`config.mk`:
```
export PLATFORM = sky130hd
export DESIGN_NAME = quad_x_motor_mixer
export DESIGN_NICKNAME = d
export VERILOG_FILES = /design/src/sv/qxmm_pkg.sv /design/src/sv/quad_x_motor_mixer.sv /design/src/sv/qxmm_cfg.sv /design/src/sv/qxmm_update.sv
export VERILOG_INCLUDE_DIRS = /design/src /design/src/sv
export SDC_FILE = /design/constraint.sdc
export NUM_CORES = 1
export LEC_CHECK = 0
export BUFFER_PORTS_ARGS = -buffer_cell sky130_fd_sc_hd__buf_2
export CORE_MARGIN = 8
export CORE_UTILIZATION = 60
export DETAILED_ROUTE_END_ITERATION = 12
export HOLD_SLACK_MARGIN = 0.12
export PLACE_DENSITY = 0.79
export SYNTH_ARGS = -nofsm -noshare
export SYNTH_HDL_FRONTEND = slang
export SYNTH_HIERARCHICAL = 1
export SYNTH_SLANG_ARGS = --single-unit
```
`constraint.sdc`:
```
create_clock -name clk -period 30.1 [get_ports clk]
set_clock_uncertainty 0.2 [all_clocks]
set_input_delay 1.505 -clock clk [delete_from_list [all_inputs] [get_ports clk]]
set_output_delay 1.505 -clock clk [all_outputs]
set_load 0.03 [all_outputs]
```
`src/sv/quad_x_motor_mixer_assert.svh`:
```
// Assertion macros of the quad X motor mixer RTL.
`ifndef QUAD_X_MOTOR_MIXER_ASSERT_SVH
`define QUAD_X_MOTOR_MIXER_ASSERT_SVH

// Same-cycle implication, checked on every rising edge outside reset.
`define QXMM_ASSERT_NOW(label, ante, cons) \
	label: assert property (@(posedge clk) disable iff (!arst_n) (ante) |-> (cons)) \
		else $error("quad_x_motor_mixer: same-cycle check failed");

// Next-cycle implication, checked on every rising edge outside reset.
`define QXMM_ASSERT_NEXT(label, ante, cons) \
	label: assert property (@(posedge clk) disable iff (!arst_n) (ante) |=> (cons)) \
		else $error("quad_x_motor_mixer: next-cycle check failed");

`endif

```
`src/sv/qxmm_pkg.sv`:
```
// Shared types and constants of the quad X motor mixer.
`default_nettype none
package qxmm_pkg;

	localparam int NUM_MOTORS = 4;
	localparam int CMD_W      = 8;
	localparam int TERM_W     = 11;
	localparam int SUM_W      = 15;

	localparam logic [1:0] REQ_MIX  = 2'd0;
	localparam logic [1:0] REQ_STOP = 2'd1;
	localparam logic [1:0] REQ_TEST = 2'd2;

	localparam logic [1:0] CFG_MAX_COMMAND  = 2'd0;
	localparam logic [1:0] CFG_THR_RESERVE  = 2'd1;
	localparam logic [1:0] CFG_IDLE_COMMAND = 2'd2;
	localparam logic [1:0] CFG_MIN_COMMAND  = 2'd3;

	localparam logic [CMD_W-1:0] RST_MAX_COMMAND  = 8'd255;
	localparam logic [CMD_W-1:0] RST_THR_RESERVE  = 8'd50;
	localparam logic [CMD_W-1:0] RST_IDLE_COMMAND = 8'd20;
	localparam logic [CMD_W-1:0] RST_MIN_COMMAND  = 8'd0;

	typedef struct packed {
		logic [CMD_W-1:0] max_command;
		logic [CMD_W-1:0] thr_reserve;
		logic [CMD_W-1:0] idle_command;
		logic [CMD_W-1:0] min_command;
	} cfg_t;

	typedef logic [NUM_MOTORS-1:0][CMD_W-1:0] cmd_arr_t;

endpackage
`default_nettype wire

```
`src/sv/quad_x_motor_mixer.sv`:
```
// Top level of the quad X motor mixer: input stage, command registers, outputs.
// An accepted request waits in the input register until the command register can take it.
// Throughput: one request per cycle if no result is held; else only an empty input fills.
// The command update is one pass of logic between the input register and the
// command register, which also serves as the output register.
// Reset: config registers take defaults, valid flags clear, all four commands clear to zero.
`default_nettype none
`include "quad_x_motor_mixer_assert.svh"
module quad_x_motor_mixer (
	input  wire logic               clk,
	input  wire logic               arst_n,
	input  wire logic               cfg_valid,
	output logic                    cfg_ready,
	input  wire logic [1:0]         cfg_index,
	input  wire logic [7:0]         cfg_data,
	input  wire logic               in_valid,
	output logic                    in_ready,
	input  wire logic [1:0]         req_type,
	input  wire logic signed [10:0] throttle,
	input  wire logic signed [10:0] roll_term,
	input  wire logic signed [10:0] pitch_term,
	input  wire logic signed [10:0] yaw_term,
	input  wire logic [2:0]         motor_index,
	input  wire logic [7:0]         test_speed,
	output logic                    out_valid,
	input  wire logic               out_ready,
	output logic [7:0]              cmd_front_right,
	output logic [7:0]              cmd_rear_left,
	output logic [7:0]              cmd_front_left,
	output logic [7:0]              cmd_rear_right,
	output logic [7:0]              duty_front_right,
	output logic [7:0]              duty_rear_left,
	output logic [7:0]              duty_front_left,
	output logic [7:0]              duty_rear_right
);
	import qxmm_pkg::*;

	cfg_t                     cfg;
	logic                     valid_s1;
	logic [1:0]               req_s1;
	logic signed [TERM_W-1:0] thr_s1, roll_s1, pitch_s1, yaw_s1;
	logic [2:0]               idx_s1;
	logic [CMD_W-1:0]         speed_s1;
	cmd_arr_t                 cmd_q;
	cmd_arr_t                 cmd_next;
	logic                     out_valid_q;
	logic                     advance;

	qxmm_cfg u_cfg (
		.clk       (clk),
		.arst_n    (arst_n),
		.cfg_valid (cfg_valid),
		.cfg_ready (cfg_ready),
		.cfg_index (cfg_index),
		.cfg_data  (cfg_data),
		.cfg       (cfg)
	);

	qxmm_update u_update (
		.cfg         (cfg),
		.req_type    (req_s1),
		.throttle    (thr_s1),
		.roll_term   (roll_s1),
		.pitch_term  (pitch_s1),
		.yaw_term    (yaw_s1),
		.motor_index (idx_s1),
		.test_speed  (speed_s1),
		.cmd_cur     (cmd_q),
		.cmd_next    (cmd_next)
	);

	assign advance  = valid_s1 && (!out_valid_q || out_ready);
	assign in_ready = !valid_s1 || advance;

	always_ff @(posedge clk or negedge arst_n) begin
		if (!arst_n) begin
			valid_s1 <= 1'b0;
		end else if (in_ready) begin
			valid_s1 <= in_valid;
		end
	end

	always_ff @(posedge clk) begin
		if (in_valid && in_ready) begin
			req_s1   <= req_type;
			thr_s1   <= throttle;
			roll_s1  <= roll_term;
			pitch_s1 <= pitch_term;
			yaw_s1   <= yaw_term;
			idx_s1   <= motor_index;
			speed_s1 <= test_speed;
		end
	end

	always_ff @(posedge clk or negedge arst_n) begin
		if (!arst_n) begin
			cmd_q       <= '0;
			out_valid_q <= 1'b0;
		end else begin
			if (advance) begin
				cmd_q <= cmd_next;
			end
			if (advance) begin
				out_valid_q <= 1'b1;
			end else if (out_ready) begin
				out_valid_q <= 1'b0;
			end
		end
	end

	assign out_valid        = out_valid_q;
	assign cmd_front_right  = cmd_q[0];
	assign cmd_rear_left    = cmd_q[1];
	assign cmd_front_left   = cmd_q[2];
	assign cmd_rear_right   = cmd_q[3];
	assign duty_front_right = cmd_q[0];
	assign duty_rear_left   = cmd_q[1];
	assign duty_front_left  = cmd_q[2];
	assign duty_rear_right  = cmd_q[3];

	`QXMM_ASSERT_NEXT(a_advance_gives_result, advance, out_valid_q)
	`QXMM_ASSERT_NEXT(a_cmds_hold_without_advance, !advance, $stable(cmd_q))
	`QXMM_ASSERT_NOW(a_full_and_stalled_blocks_input,
		valid_s1 && out_valid_q && !out_ready, !in_ready)

endmodule
`default_nettype wire

```
`src/sv/qxmm_cfg.sv`:
```
// Configuration register file of the quad X motor mixer.
`default_nettype none
module qxmm_cfg (
	input  wire logic              clk,
	input  wire logic              arst_n,
	input  wire logic              cfg_valid,
	output logic                   cfg_ready,
	input  wire logic [1:0]        cfg_index,
	input  wire logic [7:0]        cfg_data,
	output qxmm_pkg::cfg_t         cfg
);
	import qxmm_pkg::*;

	cfg_t cfg_q;

	assign cfg_ready = 1'b1;
	assign cfg      = cfg_q;

	always_ff @(posedge clk or negedge arst_n) begin
		if (!arst_n) begin
			cfg_q.max_command  <= RST_MAX_COMMAND;
			cfg_q.thr_reserve  <= RST_THR_RESERVE;
			cfg_q.idle_command <= RST_IDLE_COMMAND;
			cfg_q.min_command  <= RST_MIN_COMMAND;
		end else if (cfg_valid && cfg_ready) begin
			case (cfg_index)
				CFG_MAX_COMMAND:  cfg_q.max_command  <= cfg_data;
				CFG_THR_RESERVE:  cfg_q.thr_reserve  <= cfg_data;
				CFG_IDLE_COMMAND: cfg_q.idle_command <= cfg_data;
				CFG_MIN_COMMAND:  cfg_q.min_command  <= cfg_data;
				default: ;
			endcase
		end
	end

endmodule
`default_nettype wire

```
`src/sv/qxmm_update.sv`:
```
// Next-command logic: mix, stop and single-motor test requests; other request types keep the commands.
`default_nettype none
module qxmm_update (
	input  wire qxmm_pkg::cfg_t          cfg,
	input  wire logic [1:0]              req_type,
	input  wire logic signed [10:0]      throttle,
	input  wire logic signed [10:0]      roll_term,
	input  wire logic signed [10:0]      pitch_term,
	input  wire logic signed [10:0]      yaw_term,
	input  wire logic [2:0]              motor_index,
	input  wire logic [7:0]              test_speed,
	input  wire qxmm_pkg::cmd_arr_t      cmd_cur,
	output qxmm_pkg::cmd_arr_t           cmd_next
);
	import qxmm_pkg::*;

	logic signed [TERM_W-1:0] cap;
	logic signed [TERM_W-1:0] thr;
	logic signed [SUM_W-1:0]  thr_x, roll_x, pitch_x, yaw_x, maxc_x, lo_x;
	logic signed [SUM_W-1:0]  sum [NUM_MOTORS];
	logic signed [SUM_W-1:0]  top_a, top_b, top;
	logic signed [SUM_W-1:0]  adj [NUM_MOTORS];
	logic [CMD_W-1:0]         lo;
	cmd_arr_t                 mix_cmd;

	always_comb begin
		cap = $signed({3'b000, cfg.max_command}) - $signed({3'b000, cfg.thr_reserve});
		if (throttle[TERM_W-1]) begin
			thr = '0;
		end else if (throttle > cap) begin
			thr = cap;
		end else begin
			thr = throttle;
		end

		thr_x   = {{(SUM_W-TERM_W){thr[TERM_W-1]}}, thr};
		roll_x  = {{(SUM_W-TERM_W){roll_term[TERM_W-1]}}, roll_term};
		pitch_x = {{(SUM_W-TERM_W){pitch_term[TERM_W-1]}}, pitch_term};
		yaw_x   = {{(SUM_W-TERM_W){yaw_term[TERM_W-1]}}, yaw_term};
		maxc_x  = $signed({{(SUM_W-CMD_W){1'b0}}, cfg.max_command});

		sum[0] = thr_x - roll_x - pitch_x + yaw_x;
		sum[1] = thr_x + roll_x + pitch_x + yaw_x;
		sum[2] = thr_x + roll_x - pitch_x - yaw_x;
		sum[3] = thr_x - roll_x + pitch_x - yaw_x;

		top_a = (sum[1] > sum[0]) ? sum[1] : sum[0];
		top_b = (sum[3] > sum[2]) ? sum[3] : sum[2];
		top   = (top_b > top_a) ? top_b : top_a;

		lo   = (thr > $signed({3'b000, cfg.idle_command})) ? cfg.idle_command
								       : cfg.min_command;
		lo_x = $signed({{(SUM_W-CMD_W){1'b0}}, lo});

		for (int i = 0; i < NUM_MOTORS; i++) begin
			adj[i] = (top > maxc_x) ? (sum[i] - top + maxc_x) : sum[i];
			if (adj[i] < lo_x) begin
				mix_cmd[i] = lo;
			end else if (adj[i] > maxc_x) begin
				mix_cmd[i] = cfg.max_command;
			end else begin
				mix_cmd[i] = adj[i][CMD_W-1:0];
			end
		end

		cmd_next = cmd_cur;
		case (req_type)
			REQ_MIX:  cmd_next = mix_cmd;
			REQ_STOP: cmd_next = '0;
			REQ_TEST: begin
				if (!motor_index[2]) begin
					cmd_next[motor_index[1:0]] = test_speed;
				end
			end
			default: ;
		endcase
	end

endmodule
`default_nettype wire

```
==> impl_metrics.ini <==
[setup_path]
critical_path_class = register to register
critPathArrivalTime_ns = 20.27
crit_top_cell = a21oi_1
r2r_slack_ns = 9.96
family_with_the_most_delay_on_the_worst_path = compound AO/OA/AOI/OAI gates
crit_path_max_fanout = 40
timing.critical_path.buf_inv = 6
setup.worst_path.end_class = register
r2r_start = u_cfg/cfg[24]
reg2reg_to = cmd_rear_right[1]
cpMaxStageDelayCell = a211oi_1
element_type_at_the_critical_path_start = register
worst_ep_required_time_ns = 30.23
largest_stage_delay_on_the_critical_path_ns = 1.14
worst-r2r-cell-count = 80

[placement]
globalplace.congestion = 0.988
io_buffer_count = 137
dp_hpwl_um = 45900

[finish]
final_common_cell = ha_1
synthToLayoutAreaGrowth_pct = 7.24
number_of_fill_cells_in_the_layout = 2575
fin_nets = 2703
fraction_of_final_layout_cells_with_drive_strength_greater_than_1_pct = 15.4
insertedDiodeCount = 0
fin_util_pct = 65.1
multi_input_gate_area_um2 = 14300
layout_common_cells = 313 x ha_1, 237 x inv_1, 192 x a21oi_1, 166 x nor2_1, 137 x buf_2
combined_flip_flop_and_latch_cell_area_um2 = 3380

[cts]
cts_htree_levels = 4
cts.repair.resized = 0
max-clock-path-buffers = 2
cts_inserted_buffers = 17
postCtsSetupBuffers = 0
cts_tree = yes
clk_pin_slew_worst_paths_ns = 0.06
cts.root.buffer_cell = clkbuf_16
hold_buffers = 0
clk_latency_ns = 0.44
clock_sink_count = 123

[global_route]
grt_overflow_total = 0
grt_max_degree = 67
global_routing_usage_summed_across_all_routing_layers_pct = 29.6
first_pass_grt_wire_length_um = 90100
grt_antenna_before_repair = 0
grt_pass1_vias = 16970

[sta]
totalNegativeSetupSlack_ns = 0
finalSetupViolCount = 0
period_share_pct = 66.9
hold_viol_final = 0
final-max-slew-violation-count = 0
slew-limit-headroom_pct = 9.23
rsz0062_at_grt = false
layout_min_cycle_time_ns = 20.14
worst_pin_slew_ns = 1.35
fmax_mhz = 49.6

[yosys]
synth.cell_area_um2 = 19100
syn_nets = 2608
synthCells = 2150
synthFlopType = edfxtp_1
yosys_reg_bits = 123
ys_warn_count = 6
yosysSeqAreaShare_pct = 17.7
synth_enable_flop_cells = 57
ys_async_sr_fraction_pct = 53.7
synth.avg_cell_area_um2 = 8.88
synth.distinct_cells = 100

[drt]
drcViolationCount = 0
vias_per_cell = 6.31
routed_wirelength_um = 56700
ant_nets = 0
drtIter0Drc = 1377
vias = 16774
first_pass_iters = 8
routed_wl_per_cell_um = 21.3

[floorplanning]
std_cell_rows = 65
floorplan.core_area_um2 = 31500
design.die.area_um2 = 37800
fp.dieH_um = 194
floorplan.die.width_um = 194
io_pins = 139
floorplan.initialDensity_pct = 60.7

[min_path]
hp-class = register to register
hold_end = u_cfg/cfg[14]
hold_path_startpoint = u_cfg/cfg[14]
holdPathStages = 1

[job]
maxCapViolations = 0

[status]
run_status = complete, no violations
[kinds of logic (layout without fill, tap and decap cells)]
family / Yosys count / count (layout) / share of synthesized area (%)
compound gates: 550 / 550 / 19.0
buf+inv: 315 / 423 / 7.47
other cells: 1 / 1 / 0.0196
fa+ha+maj: 386 / 386 / 28.2
mux: 138 / 138 / 8.58
simple gates: 522 / 522 / 13.8
xor+xnor: 115 / 115 / 5.27
flops: 123 / 123 / 17.7
[area by class of cell]
class	count	share of cell area [%]
sequential	123	16.5
clock inverter	14	0.721
multi-input combinational	1712	69.8
tap	402	2.46
timing repair buffer	154	3.97
inverter	237	4.34
clock buffer	18	2.20
[synthesized netlist by cell type (6+ instances only)]
cell type,count,area share (%)
ha_1,313,21
inv_1,237,4.7
a21oi_1,192,5.0
nor2_1,166,3.3
o21ai_0,84,2.2
nand2_1,82,1.6
mux2_2,75,4.4
xnor2_1,75,3.4
fa_1,73,7.7
edfxtp_1,57,9.0
dfrtp_1,53,6.9
nor2b_1,47,1.5
nor3_1,47,1.2
a21o_1,41,1.6
nand2b_1,41,1.3
xor2_1,40,1.8
buf_4,39,1.5
o21a_1,38,1.5
nand3_1,35,0.92
mux2_4,32,2.5
mux2i_1,30,1.6
nand4_1,25,0.82
a211oi_1,23,0.90
o211ai_1,23,0.90
clkbuf_1,18,0.35
o21bai_1,17,0.67
or3_1,15,0.49
o21ai_1,14,0.37
dfstp_2,13,1.8
and2_1,12,0.39
and3_1,10,0.33
a31oi_1,9,0.29
buf_2,9,0.24
a211o_1,8,0.37
a2111oi_0,7,0.32
o31ai_1,7,0.28
a21boi_0,6,0.24
nor4_1,6,0.20
o2111ai_1,6,0.28
or2_2,6,0.20
[state kept, by name, summed over array words and instances (netlist names), 2 cells and up]
name / cells
u_cfg/cfg: 32
pitch_s1: 11
roll_s1: 11
thr_s1: 11
yaw_s1: 11
cmd_front_left: 8
cmd_front_right: 8
cmd_rear_left: 8
cmd_rear_right: 8
speed_s1: 8
idx_s1: 3
req_s1: 2
[per-stage QoR]
stage	cell area [um2]	std cells	setup WS [ns]	hold slack, ns
after floorplan	19100	2150	12.96	0.279
after CTS	20500	2660	10.42	0.308
after detailed placement	19900	2628	10.55	0.294
after global placement	19900	2628	11.21	0.287
final	20500	2660	9.96	0.308
after global routing	20500	2660	8.49	0.327
[routing by layer]
layer / up-vias / share of wire (%) / wire length, um / GRT usage (%)
met4: 0 / 4.6 / 2590 / 14.1
met3: 167 / 6.7 / 3810 / 4.44
met1: 8004 / 42 / 23900 / 37.0
li1: 7864 / - / - / -
met5: - / 0 / 0 / 0
met2: 739 / 47 / 26400 / 49.7
[worst max path at each step]
stage                             start                end  slack (ns)  cells after the start
after global placement    u_cfg/cfg[24]  cmd_rear_right[0]       11.21                     80
after detailed placement  u_cfg/cfg[24]  cmd_rear_right[0]       10.55                     79
after CTS                 u_cfg/cfg[24]  cmd_rear_right[0]       10.42                     79
final                     u_cfg/cfg[24]  cmd_rear_right[1]        9.96                     80
after global routing      u_cfg/cfg[24]  cmd_rear_right[0]        8.49                     80
after floorplan           u_cfg/cfg[24]  cmd_front_left[0]       12.96                     89
Power is left out: the tool's default activity adds up to more than one toggle a clock period on the data nets, which glitch-free logic cannot reach.
